==> config.mk <==
export PLATFORM = sky130hd
export DESIGN_NAME = quoted_printable_decoder
export DESIGN_NICKNAME = d
export VERILOG_FILES = /design/src/rtl/core/qpd_pkg.sv /design/src/rtl/core/qpd_step.sv /design/src/rtl/core/quoted_printable_decoder.sv
export SDC_FILE = /design/constraint.sdc
export NUM_CORES = 1
export LEC_CHECK = 0
export ABC_AREA = 1
export BUFFER_PORTS_ARGS = -buffer_cell sky130_fd_sc_hd__buf_2
export CAP_MARGIN = 20
export CORE_MARGIN = 3
export CORE_UTILIZATION = 39
export DETAILED_ROUTE_END_ITERATION = 6
export GPL_ROUTABILITY_DRIVEN = 0
export HOLD_SLACK_MARGIN = 0.12
export PLACE_DENSITY_LB_ADDON = 0.25
export SYNTH_ARGS = -nofsm -noshare
export SYNTH_HDL_FRONTEND = slang
export SYNTH_SLANG_ARGS = --single-unit
==> constraint.sdc <==
create_clock -name i_clk -period 2.15 [get_ports i_clk]
set_input_delay 0.1075 -clock i_clk [delete_from_list [all_inputs] [get_ports i_clk]]
set_output_delay 0.1075 -clock i_clk [all_outputs]
set_load 0.05 [all_outputs]
==> src/rtl/core/qpd_pkg.sv <==
// ----------------------------------------------------------------------------
// qpd_pkg
// Shared types and character codes for the quoted-printable decoder.
// ----------------------------------------------------------------------------
package qpd_pkg;

    typedef enum logic [2:0] {
        MODE_PLAIN  = 3'd0,
        MODE_ESC    = 3'd1,
        MODE_HEX2   = 3'd2,
        MODE_SOFTWS = 3'd3,
        MODE_DROP   = 3'd4,
        MODE_ERROR  = 3'd5
    } t_mode;

    typedef struct packed {
        logic [7:0] in_byte;
        logic       in_last;
    } t_in_word;

    typedef struct packed {
        logic [7:0] out_byte;
        logic       out_valid;
        logic       malformed;
        logic       out_last;
    } t_out_word;

    localparam logic [7:0] CH_TAB     = 8'd9;
    localparam logic [7:0] CH_LF      = 8'd10;
    localparam logic [7:0] CH_CR      = 8'd13;
    localparam logic [7:0] CH_SPACE   = 8'd32;
    localparam logic [7:0] CH_BANG    = 8'd33;
    localparam logic [7:0] CH_LT      = 8'd60;
    localparam logic [7:0] CH_EQUALS  = 8'd61;
    localparam logic [7:0] CH_GT      = 8'd62;
    localparam logic [7:0] CH_TILDE   = 8'd126;
    localparam logic [7:0] CH_DIGIT_0 = 8'd48;
    localparam logic [7:0] CH_DIGIT_9 = 8'd57;
    localparam logic [7:0] CH_UPPER_A = 8'd65;
    localparam logic [7:0] CH_UPPER_F = 8'd70;

endpackage

==> src/rtl/core/qpd_step.sv <==
// ----------------------------------------------------------------------------
// qpd_step
// Combinational decode of one encoded byte against the current mode.
// ----------------------------------------------------------------------------
module qpd_step
    import qpd_pkg::*;
(
    input  t_mode      i_mode,
    input  logic [3:0] i_nibble,
    input  t_in_word   i_word,
    output t_mode      o_mode,
    output logic [3:0] o_nibble,
    output t_out_word  o_word
);

    logic [7:0] b;
    logic       is_pass;
    logic       is_cr;
    logic       is_ws;
    logic       is_eq;
    logic       is_digit;
    logic       is_upper;
    logic       hex_ok;
    logic [3:0] hex_val;
    logic       err;
    t_mode      mid_mode;
    logic       open_at_end;

    assign b        = i_word.in_byte;
    assign is_cr    = (b == CH_CR);
    assign is_ws    = (b == CH_SPACE) || (b == CH_TAB);
    assign is_eq    = (b == CH_EQUALS);
    assign is_pass  = is_ws || is_cr || (b == CH_LF)
                   || ((b >= CH_BANG) && (b <= CH_LT))
                   || ((b >= CH_GT) && (b <= CH_TILDE));
    assign is_digit = (b >= CH_DIGIT_0) && (b <= CH_DIGIT_9);
    assign is_upper = (b >= CH_UPPER_A) && (b <= CH_UPPER_F);
    assign hex_ok   = is_digit || is_upper;
    assign hex_val  = is_digit ? 4'(b - CH_DIGIT_0) : 4'(b - CH_UPPER_A + 8'd10);

    // next state
    always_comb begin
        mid_mode = MODE_ERROR;
        unique case (i_mode)
            MODE_PLAIN: begin
                if (is_pass)      mid_mode = MODE_PLAIN;
                else if (is_eq)   mid_mode = MODE_ESC;
                else              mid_mode = MODE_ERROR;
            end
            MODE_ESC: begin
                if (hex_ok)       mid_mode = MODE_HEX2;
                else if (is_cr)   mid_mode = MODE_DROP;
                else if (is_ws)   mid_mode = MODE_SOFTWS;
                else              mid_mode = MODE_ERROR;
            end
            MODE_HEX2: begin
                mid_mode = hex_ok ? MODE_PLAIN : MODE_ERROR;
            end
            MODE_SOFTWS: begin
                if (is_cr)        mid_mode = MODE_DROP;
                else if (is_ws)   mid_mode = MODE_SOFTWS;
                else              mid_mode = MODE_ERROR;
            end
            MODE_DROP:  mid_mode = MODE_PLAIN;
            default:    mid_mode = MODE_ERROR;
        endcase

        o_mode   = i_word.in_last ? MODE_PLAIN : mid_mode;
        o_nibble = i_nibble;
        if (i_word.in_last) begin
            o_nibble = 4'd0;
        end else if ((i_mode == MODE_ESC) && hex_ok) begin
            o_nibble = hex_val;
        end
    end

    assign open_at_end = (mid_mode == MODE_ESC) || (mid_mode == MODE_HEX2)
                      || (mid_mode == MODE_SOFTWS);

    // outputs
    always_comb begin
        o_word = '0;
        err    = 1'b0;
        unique case (i_mode)
            MODE_PLAIN: begin
                if (is_pass) begin
                    o_word.out_byte  = b;
                    o_word.out_valid = 1'b1;
                end else if (!is_eq) begin
                    err = 1'b1;
                end
            end
            MODE_ESC:    err = !hex_ok && !is_cr && !is_ws;
            MODE_HEX2: begin
                if (hex_ok) begin
                    o_word.out_byte  = {i_nibble, hex_val};
                    o_word.out_valid = 1'b1;
                end else begin
                    err = 1'b1;
                end
            end
            MODE_SOFTWS: err = !is_cr && !is_ws;
            default:     err = 1'b0;
        endcase
        o_word.malformed = err || (i_word.in_last && open_at_end);
        o_word.out_last  = i_word.in_last;
    end

endmodule

==> src/rtl/core/quoted_printable_decoder.sv <==
// ----------------------------------------------------------------------------
// quoted_printable_decoder
// Quoted-printable stream decoder, one encoded byte in, one result word out.
// ----------------------------------------------------------------------------
// The input channel carries one encoded byte and an end-of-text flag per
// word; the output channel carries exactly one result word per input word:
// decoded byte with its valid flag, a malformed flag and the end flag.
// A word is taken on a rising edge with valid high and stall low.
// A word passes an input register, then the decode logic and the
// mode update, then the result register that drives the output port.
// Throughput is one word per cycle while the receiver does not stall,
// set by the mode loop around the decode logic.
// Reset (synchronous, active low) empties both registers and returns the
// decoder to plain text mode.
// When the receiver stalls, the result register holds its word; the input
// register keeps taking a word until it is also full, and from then on
// o_in_stall follows i_out_stall, so no word is lost or repeated.
// The word marked last always leaves the decoder in plain text mode.
// ----------------------------------------------------------------------------
module quoted_printable_decoder
    import qpd_pkg::*;
(
    input  logic      i_clk,
    input  logic      i_rst_n,
    input  logic      i_in_valid,
    output logic      o_in_stall,
    input  t_in_word  i_in_data,
    output logic      o_out_valid,
    input  logic      i_out_stall,
    output t_out_word o_out_data
);

    logic       r_s1_valid;
    t_in_word   r_s1_data;
    logic       r_out_valid;
    t_out_word  r_out_data;
    t_mode      r_mode;
    logic [3:0] r_nibble;

    t_mode      n_mode;
    logic [3:0] n_nibble;
    t_out_word  n_out_data;

    logic       s1_go;
    logic       in_take;

    assign s1_go      = r_s1_valid && (!r_out_valid || !i_out_stall);
    assign o_in_stall = r_s1_valid && !s1_go;
    assign in_take    = i_in_valid && !o_in_stall;

    qpd_step u_step (
        .i_mode   (r_mode),
        .i_nibble (r_nibble),
        .i_word   (r_s1_data),
        .o_mode   (n_mode),
        .o_nibble (n_nibble),
        .o_word   (n_out_data)
    );

    always_ff @(posedge i_clk) begin
        if (!i_rst_n) begin
            r_s1_valid  <= 1'b0;
            r_out_valid <= 1'b0;
            r_mode      <= MODE_PLAIN;
            r_nibble    <= 4'd0;
        end else begin
            if (in_take) begin
                r_s1_valid <= 1'b1;
            end else if (s1_go) begin
                r_s1_valid <= 1'b0;
            end
            if (s1_go) begin
                r_out_valid <= 1'b1;
                r_mode      <= n_mode;
                r_nibble    <= n_nibble;
            end else if (!i_out_stall) begin
                r_out_valid <= 1'b0;
            end
        end
    end

    always_ff @(posedge i_clk) begin
        if (in_take) begin
            r_s1_data <= i_in_data;
        end
        if (s1_go) begin
            r_out_data <= n_out_data;
        end
    end

    assign o_out_valid = r_out_valid;
    assign o_out_data  = r_out_data;

endmodule

==> metrics.md, run 1 <==
| Metric | Value |
|---|---|
| PD cells | around 720 mW/mm^2 |
| Layout net count | between 200 and 250 |
| Initial core utilization | 41.4% |
| Num CTS Buffers | 5 |
| Clk sinks | 29 |
| Most frequent cells in the layout | 46 x nand2_1, 25 x buf_2, 22 x inv_1, 20 x edfxtp_1, 19 x nor2_1 |
| Clk pin slew, worst setup/hold paths | 60 ps |
| Post-synth cell types | 27 |
| Share of layout cells above drive strength 1 | 23.3% |
| Final setup viols | 0 |
| Status | completed |
| Critical path class | flop to flop |
| Drt pass-1 iters | 4 |
| Mean routed wirelength per cell | between 10 and 15 um |
| Final period util | between 90 and 100% |
| Worst-skew pair later-pin latency | roughly 280 ps |
| Post-DR vias/cell | roughly 4.8 |
| Routed WL | just over 3000 um |
| Final setup TNS | 0 ps |
| Final worst path period need | just under 2000 ps |
| Vias in the first global route | between 1,000 and 1,500 |
| Die Wd | ~69 um |
| Seq/Total Area, Yosys | 50.4% |
| CTS Buffer Depth | 2 |
| R2R Setup Slk | 180 ps |
| Worst-margin pin slew | about 330 ps |
| Worst-case vdd ir drop | ~0.45 mV |
| Syn Inst Count | between 150 and 200 |
| Full die area | roughly 0.0048 mm^2 |
| RSZ-0062 raised after global routing | false |
| Max Freq | just over 0.5 GHz |
| Worst-path maximum fanout | 10 |
| Clock tree from TritonCTS | done |
| Fin. Hold Viols | 0 |
| Row count | 22 |
| Hold Path Class | input port to flop |
| Commonest non-fill, non-tap cell in the layout | nand2_1 |
| Seq cells post-synth | 29 |
| GR Util All Layers | between 10 and 15% |
| Final Max Tran Viols | 0 |
| Syn_nets | ~200 |
| Leakage | between 0.0008 and 0.0009 uW |
| Hold_ws | around 170 ps |
| Vias | around 1,300 |
| Largest net degree at the start of global routing | 13 |
| Total of max-cap violations | 0 |
| Synth Area per Inst | around 8.6 um^2 |
| Synth Warn # | 0 |
| Global-route wire length before repair | 5380 um |
| Cell Area, Synth | 0.00155 mm^2 |
| WP data required | approximately 2200 ps |
| Diode count | 0 |
| Antenna violations before repair | 0 |
| Core area | approximately 0.0037 mm^2 |
| Crit path capture type | flop |
| Worst setup SP type | flop |
| Detailed Place HPWL | roughly 2300 um |
| Iteration-0 DRC Markers | 53 |
| Port buffer count | 25 |
| Clock root buffer | clkbuf_8 |
| Die Height | just under 70 um |
| Final ANT Viol Nets | 0 |
| P&R area growth vs syn | 28.2% |
| Max-Slew Margin vs Limit | approximately 78% |
| # IOs | 26 |
| Fin Clk Skew | a little over 5 ps |
| Residual DRC | 0 |
| H-tree levels | 2 |
| CP Data Arrival Time | between 2000 and 2500 ps |
| Congestion Overflow GR | 0 |
[state kept, by name, indices dropped and copies added, names as in the netlist]
register / cells
r_s1_valid: 1
r_s1_data: 9
r_nibble: 4
o_out_valid: 1
o_out_data: 11
r_mode: 3
[Yosys cell counts]
master / number / area share (%)
a21oi_1: 8 / 2.6
a21oi_2: 2 / 1.1
a22oi_1: 1 / 0.48
clkinv_1: 1 / 0.24
dfxtp_1: 9 / 12
edfxtp_1: 20 / 39
ha_1: 4 / 3.2
inv_1: 22 / 5.3
inv_2: 3 / 0.73
nand2_1: 46 / 11
nand2_2: 3 / 1.2
nand2_4: 2 / 1.5
nand2_8: 1 / 1.3
nand3_1: 13 / 4.2
nand3_2: 2 / 1.3
nor2_1: 19 / 4.6
nor2_2: 1 / 0.40
nor2_4: 1 / 0.73
nor3_1: 2 / 0.65
nor3_2: 1 / 0.65
nor3_4: 1 / 1.0
o21a_1: 2 / 0.97
o21ai_0: 9 / 2.9
o21ai_1: 1 / 0.32
o21bai_1: 2 / 0.97
o22ai_1: 1 / 0.40
xor2_1: 3 / 1.7
[layer usage]
layer,vias to the layer above,GRT usage [%],share of wire (%)
li1,679,-,-
met3,7,4.23,6.4
met1,576,18.7,47
met2,49,19.8,44
met4,0,8.68,2.7
met5,-,0,0
[kinds of logic after synthesis]
logic type | Yosys count | synth area share [%]
AOI/OAI and AO/OA | 26 | 9.77
xor gates and xnor gates | 3 | 1.70
adders and majority gates | 4 | 3.23
buffers and inverters | 26 | 6.30
DFF | 29 | 50.4
and+or+nand+nor | 92 | 28.7
[timing repair]
| item | in CTS | in global routing |
|---|---|---|
| hold endpoints to repair | 11 | 0 |
| setup buffers | 0 | 1 |
| resized for setup | 0 | 1 |
| hold buffers | 11 | 0 |
| setup endpoints to repair | 0 | 1 |
[layout make-up]
| class | count | area (um^2) |
|---|---|---|
| clock inverter | 1 | 30.0 |
| clock buffer | 7 | 86.3 |
| sequential | 29 | 781 |
| inverter | 26 | 97.6 |
| tap | 48 | 60.1 |
| timing repair buffer | 39 | 258 |
| fill | 356 | 1760 |
| multi-input combinational | 125 | 674 |
[path summary, 6_finish.rpt]
path / endpoint / cells after the start / start
max: o_out_data[1] / 11 / r_s1_data[2]
min: r_mode[2] / 3 / i_rst_n
max reg2reg: o_out_data[1] / 11 / r_s1_data[2]
min reg2reg: r_nibble[3] / 2 / r_nibble[3]
[where the power goes]
part | internal, uW | switching (uW) | leakage [uW]
registers | 627 | 17.9 | 0.000268
clock network | 377 | 202 | 0.0000585
logic | 67.3 | 131 | 0.000539
[per-stage QoR]
step / instances / power [uW] / util, % / worst slack, ps / cell area, um^2
6_report: 275 / 1420 / 53.1 / 181 / 1990
5_1_grt: 275 / 1490 / 53.1 / 1.61 / 1990
4_1_cts: 274 / 1440 / 52.8 / 159 / 1980
3_5_place_dp: 255 / 837 / 46.8 / 171 / 1750
3_3_place_gp: 255 / 837 / 46.8 / 105 / 1750
2_1_floorplan: 180 / 789 / - / 44.4 / 1550
[worst max-delay path: stages, from the launching register on]
cell and delay (ps):
edfxtp_1 430, inv_1 160, ha_2 240, inv_1 70
nand3_1 100, nand3_2 160, nand2_8 140, nand2_4 60
a21oi_1 180, nand3_1 90, nand2_1 70, nand2_1 40
(Power assumes the default switching activity.)
==> inputs of run 2 (changes only) <==
Settings changed: CORE_UTILIZATION 39 to 35.
==> run 2 against run 1 <==
  * Clock skew up 2.0 ps
  * Sequential share of layout area up 0.68 points
  * Hold slack worse by 48 ps
  * Die area up 10%
  * Clock power down 24%
  * Routed wire length up 2.1%
  * Non-clock buffer count unchanged
  * Flip-flop and latch count unchanged
  * Core utilization down 5.9 points
  * Fmax up 1.3%
==> metrics.md, run 2 (synthesis gave the netlist of run 1 again) <==
| Metric | Value |
|---|---|
| DP Area | approximately 0.0018 mm^2 |
| Most frequent cells in the layout | 46 x nand2_1, 25 x buf_2, 21 x inv_1, 20 x edfxtp_1, 19 x nor2_1 |
| Final setup TNS | 0 ps |
| Leakage | roughly 0.00085 uW |
| Worst-path maximum fanout | 10 |
| WP data required | 2200 ps |
| GR Util All Layers | between 10% and 20% |
| Final worst path period need | 1940 ps |
| Status | completed |
| Fin Clk Skew | 7.12 ps |
| Crit path capture type | flop |
| P&R area growth vs syn | 26.0% |
| Die Wd | between 70 and 80 um |
| H-tree levels | 2 |
| Mean routed wirelength per cell | between 10 and 15 um |
| CP Data Arrival Time | 2000 ps |
| Fill count | 430 |
| Total power | 1280 uW |
| Multi-input gate area | approximately 670 um^2 |
| Register area | between 700 and 800 um^2 |
| Final setup viols | 0 |
| Final period util | 90.5% |
| Max reg flops | 11 |
| Num CTS Buffers | 5 |
| CTS Buffer Depth | 2 |
| Final instance area | about 0.0020 mm^2 |
| Largest net degree at the start of global routing | 13 |
| Global-route wire length before repair | 5590 um |
| Share of layout cells above drive strength 1 | between 20% and 30% |
| Worst setup SP type | flop |
| CP max stage cell | edfxtp_1 |
| Clk sinks | 29 |
| Residual DRC | 0 |
| Diode count | 0 |
| Logic pwr share | 15.4% |
| Vias | about 1,300 |
| CP top delay family | simple AND/OR/NAND/NOR gates |
| Max Freq | ~0.51 GHz |
| Core area | about 0.0041 mm^2 |
| Critical path class | flop to flop |
| RSZ-0062 raised after global routing | false |
| Clock tree from TritonCTS | done |
| Full die area | 0.00526 mm^2 |
| Switching pwr | ~360 uW |
| Antenna violations before repair | 0 |
| Clk pin slew, worst setup/hold paths | roughly 70 ps |
| Max-Slew Margin vs Limit | 78.4% |
| Iteration-0 DRC Markers | 63 |
| Worst-case vdd ir drop | 0.354 mV |
| Initial core utilization | 37.4% |
| Detailed Place HPWL | between 2000 and 2500 um |
| Drt pass-1 iters | 4 |
| R2R Setup Slk | ~200 ps |
| # IOs | 26 |
| Worst-margin pin slew | 323 ps |
| Commonest non-fill, non-tap cell in the layout | nand2_1 |
| Worst-skew pair later-pin latency | 290 ps |
| Power Internal | roughly 900 uW |
| WP buf/inv | 2 |
| Vias in the first global route | roughly 1,300 |
| Hold Path Class | input port to flop |
| PD cells | between 600 and 700 mW/mm^2 |
| Sw frac | between 20% and 30% |
| Post-Route Utilization | between 40% and 50% |
| Routed WL | roughly 3200 um |
| Part of the power in registers | between 50% and 60% |
| Fin. Hold Viols | 0 |
| Critical Path, Cell by Cell | inv_2 -> ha_2 -> inv_1 -> nand3_1 -> nand3_2 -> nand2_8 -> nand2_4 -> a21oi_1 -> nand3_1 -> nand2_1 -> nand2_1 |
| Final ANT Viol Nets | 0 |
| Final Max Tran Viols | 0 |
| Row count | 23 |
| Total of max-cap violations | 0 |
| Die Height | 72.6 um |
| Congestion Overflow GR | 0 |
| Clock root buffer | clkbuf_8 |
| Port buffer count | 25 |
| Post-DR vias/cell | 4.62 |
| Clock share of power | 34.2% |
| Max incr delay on CP | between 400 and 500 ps |
| Layout net count | 243 |
==> run 2: cell count changes in the layout (fill, tap and decap cells not counted) <==
cell	delta
clkinv_2	+2
clkbuf_8	-1
bufinv_16	-1
buf_4	+1
inv_1	-1
dlygate4sd3_1	-1
inv_2	+1
==> run 2: layout make-up <==
class | count | share of cell area [%]
Sequential cell | 29 | 40.0
Multi-Input combinational cell | 125 | 34.5
Timing Repair Buffer | 39 | 13.1
Inverter | 26 | 5.00
Clock buffer | 6 | 3.72
Tap cell | 50 | 3.20
Clock inverter | 2 | 0.512
==> run 2: per-stage QoR <==
step,hold WS [ps],std cells,worst slack (ps)
floorplan,206,180,44.4
global placement,284,257,109
detailed placement,286,257,152
CTS,122,275,143
global route,151,277,7.22
finish,124,277,205
==> run 2: path summary, 6_finish.rpt <==
path	cells after the start	to	start
worst max-delay path	11	o_out_data[1]	r_s1_data[2]
worst min-delay path	3	r_s1_valid	i_in_valid
worst max register to register	11	o_out_data[1]	r_s1_data[2]
worst min register to register	2	r_nibble[2]	r_nibble[2]
==> run 2: worst register-to-register path, stage by stage (launching register included) <==
cell	delay (ps)
edfxtp_1	470
inv_2	130
ha_2	210
inv_1	70
nand3_1	100
nand3_2	160
nand2_8	150
nand2_4	60
a21oi_1	160
nand3_1	90
nand2_1	70
nand2_1	40
==> run 2: layer usage <==
| layer | track usage (%) | vias to the layer above | part of all wire (%) |
|---|---|---|---|
| met1 | 17.6 | 566 | 48 |
| li1 | - | 679 | - |
| met2 | 21.7 | 30 | 45 |
| met3 | 4.57 | 6 | 5.5 |
| met5 | 0 | - | 0 |
| met4 | 6.15 | 0 | 2.1 |
==> run 2: timing repair <==
action	4_1_cts	5_1_grt
endpoints found under the setup margin	0	1
hold endpoints to repair	10	0
gates resized for setup	0	2
buffers inserted	0	2
hold buffers	10	0
==> run 2: power groups by stage <==
| stage | clock network [uW] | logic [uW] | registers, uW |
|---|---|---|---|
| floorplan | 0 | 95.0 | 694 |
| detailed placement | 0 | 180 | 658 |
| global route | 480 | 222 | 648 |
| global placement | 0 | 181 | 657 |
| finish | 439 | 197 | 645 |
| CTS | 452 | 194 | 646 |
==> inputs of run 3 (changes only) <==
Clock period 2.15 ns to 1.9 ns, I/O delays scaled along.
==> run 3 against run 2 <==
  * Sequential share of layout area decreased by 1.9 points
  * Critical path depth unchanged
  * Clock skew is 5.7 ps higher
  * Flip-flop and latch count unchanged
  * Clock power up 10%
  * Sequential power is 13% higher
  * First-iteration DRC count is 35% higher
  * Total power is 14% higher
  * Combinational power up 27%
  * Non-clock buffer count up 6
  * Highest routed layer unchanged
==> metrics.md, run 3 (synthesis gave the netlist of run 1 again) <==
| Metric | Value |
|---|---|
| Final Max Tran Viols | 0 |
| CP max stage cell | edfxtp_1 |
| Fin. Hold Viols | 0 |
| Share of layout cells above drive strength 1 | 31.3% |
| Critical Path, Cell by Cell | inv_2 -> ha_4 -> nor2_1 -> nor2_1 -> nand3_2 -> nand2_8 -> nand2_4 -> a21oi_2 -> nand3_1 -> nand2_1 -> nand2_1 |
| DP Area | roughly 0.0018 mm^2 |
| Final worst path period need | 1800 ps |
| P&R area growth vs syn | 32.4% |
| Layout net count | 249 |
| Worst slack, placed | ~55 ps |
| Commonest non-fill, non-tap cell in the layout | nand2_1 |
| Drt pass-1 iters | 4 |
| Diode count | 0 |
| Post-DR vias/cell | 4.67 |
| Clk pin slew, worst setup/hold paths | about 60 ps |
| Critical path class | flop to flop |
| CTS Buffer Depth | 2 |
| Clock tree from TritonCTS | done |
| Fin Clk Skew | 12.8 ps |
| Detailed Place HPWL | 2370 um |
| Largest net degree at the start of global routing | 13 |
| Core area | 0.00414 mm^2 |
| Hold Path Class | input port to flop |
| Initial core utilization | a little under two fifths |
| Final setup TNS | 0 ps |
| # IOs | 26 |
| Final instance area | approximately 0.0021 mm^2 |
| Status | completed |
| Crit path capture type | flop |
| Vias | between 1,000 and 1,500 |
| Clk sinks | 29 |
| Worst-path maximum fanout | 4 |
| H-tree levels | 2 |
| Max-Slew Margin vs Limit | 78.2% |
| Total of max-cap violations | 0 |
| Max Freq | 0.557 GHz |
| Fill count | 403 |
| Worst-margin pin slew | about 330 ps |
| Max reg flops | 11 |
| Num CTS Buffers | 5 |
| Worst setup SP type | flop |
| Final ANT Viol Nets | 0 |
| Residual DRC | 0 |
| Routed WL | around 3200 um |
| CP Data Arrival Time | 1830 ps |
| Die Wd | slightly above 70 um |
| PD cells | ~710 mW/mm^2 |
| Port buffer count | 25 |
| Row count | 23 |
| Hold_ws | 139 ps |
| Global-route wire length before repair | about 5400 um |
| Max incr delay on CP | about 470 ps |
| Total power | 1460 uW |
| Most frequent cells in the layout | 43 x nand2_1, 25 x buf_2, 20 x edfxtp_1, 18 x inv_1, 18 x nor2_1 |
| Antenna violations before repair | 0 |
| Final setup viols | 0 |
| Vias in the first global route | 1,210 |
| GR Util All Layers | 13.3% |
| Leakage | 0.000883 uW |
| Clock root buffer | clkbuf_8 |
| WP data required | approximately 1900 ps |
| Die Height | approximately 73 um |
| Final period util | a little over nine tenths |
| Congestion Overflow GR | 0 |
| Full die area | approximately 0.0053 mm^2 |
| Iteration-0 DRC Markers | 85 |
| Mean routed wirelength per cell | between 10 and 15 um |
| PnR worst setup slack | 104 ps |
| Worst-skew pair later-pin latency | 280 ps |
| Worst-case vdd ir drop | slightly above 0.4 mV |
-- run 3: layout make-up --
cell class | count | area [um^2] | share of cell area (%)
clock inverter | 3 | 17.5 | 0.854
clock buffer | 5 | 68.8 | 3.35
multi-input combinational | 125 | 723 | 35.2
timing repair buffer | 45 | 302 | 14.7
inverter | 26 | 97.6 | 4.76
sequential | 29 | 781 | 38.0
tap | 50 | 62.6 | 3.05
-- run 3: where the power goes --
group,switching (uW),internal (uW)
registers,17.2,709
logic,161,90.2
clock network,232,252
-- run 3: path summary, 6_finish.rpt --
kind                              startpoint       endpoint  slack [ps]  depth (start not counted)
worst max-delay path            r_s1_data[1]  o_out_data[1]         100                         11
worst min-delay path             i_out_stall    o_out_valid         140                          3
worst max register to register  r_s1_data[1]  o_out_data[1]         100                         11
worst min register to register   r_nibble[1]    r_nibble[1]         470                          2
-- run 3: per-stage QoR --
step,utilization [%],cells
2_1_floorplan,-,180
3_3_place_gp,43.3,262
3_5_place_dp,43.3,262
4_1_cts,47.5,279
5_1_grt,49.5,283
6_report,49.5,283
-- run 3: layer usage --
layer  part of all wire [%]  global-route usage [%]  wire length [um]
met1                     47                    17.0              1490
met3                    5.9                    5.68               188
met2                     47                    20.6              1500
met5                      0                       0                 0
met4                   0.53                    3.48                17
-- run 3: repair_timing --
| action | in CTS | in global routing |
|---|---|---|
| endpoints found under the setup margin | 0 | 4 |
| hold buffers | 9 | 0 |
| setup buffers | 0 | 4 |
| hold endpoints to repair | 9 | 0 |
| resized for setup | 0 | 16 |
-- run 3: worst max-delay path: cells and delay by family, from the launching register on --
family | cells | cell delay, ps
compound gates | 1 | 130
fa+ha+maj | 1 | 150
buf+inv | 1 | 150
flops | 1 | 470
simple gates | 8 | 650
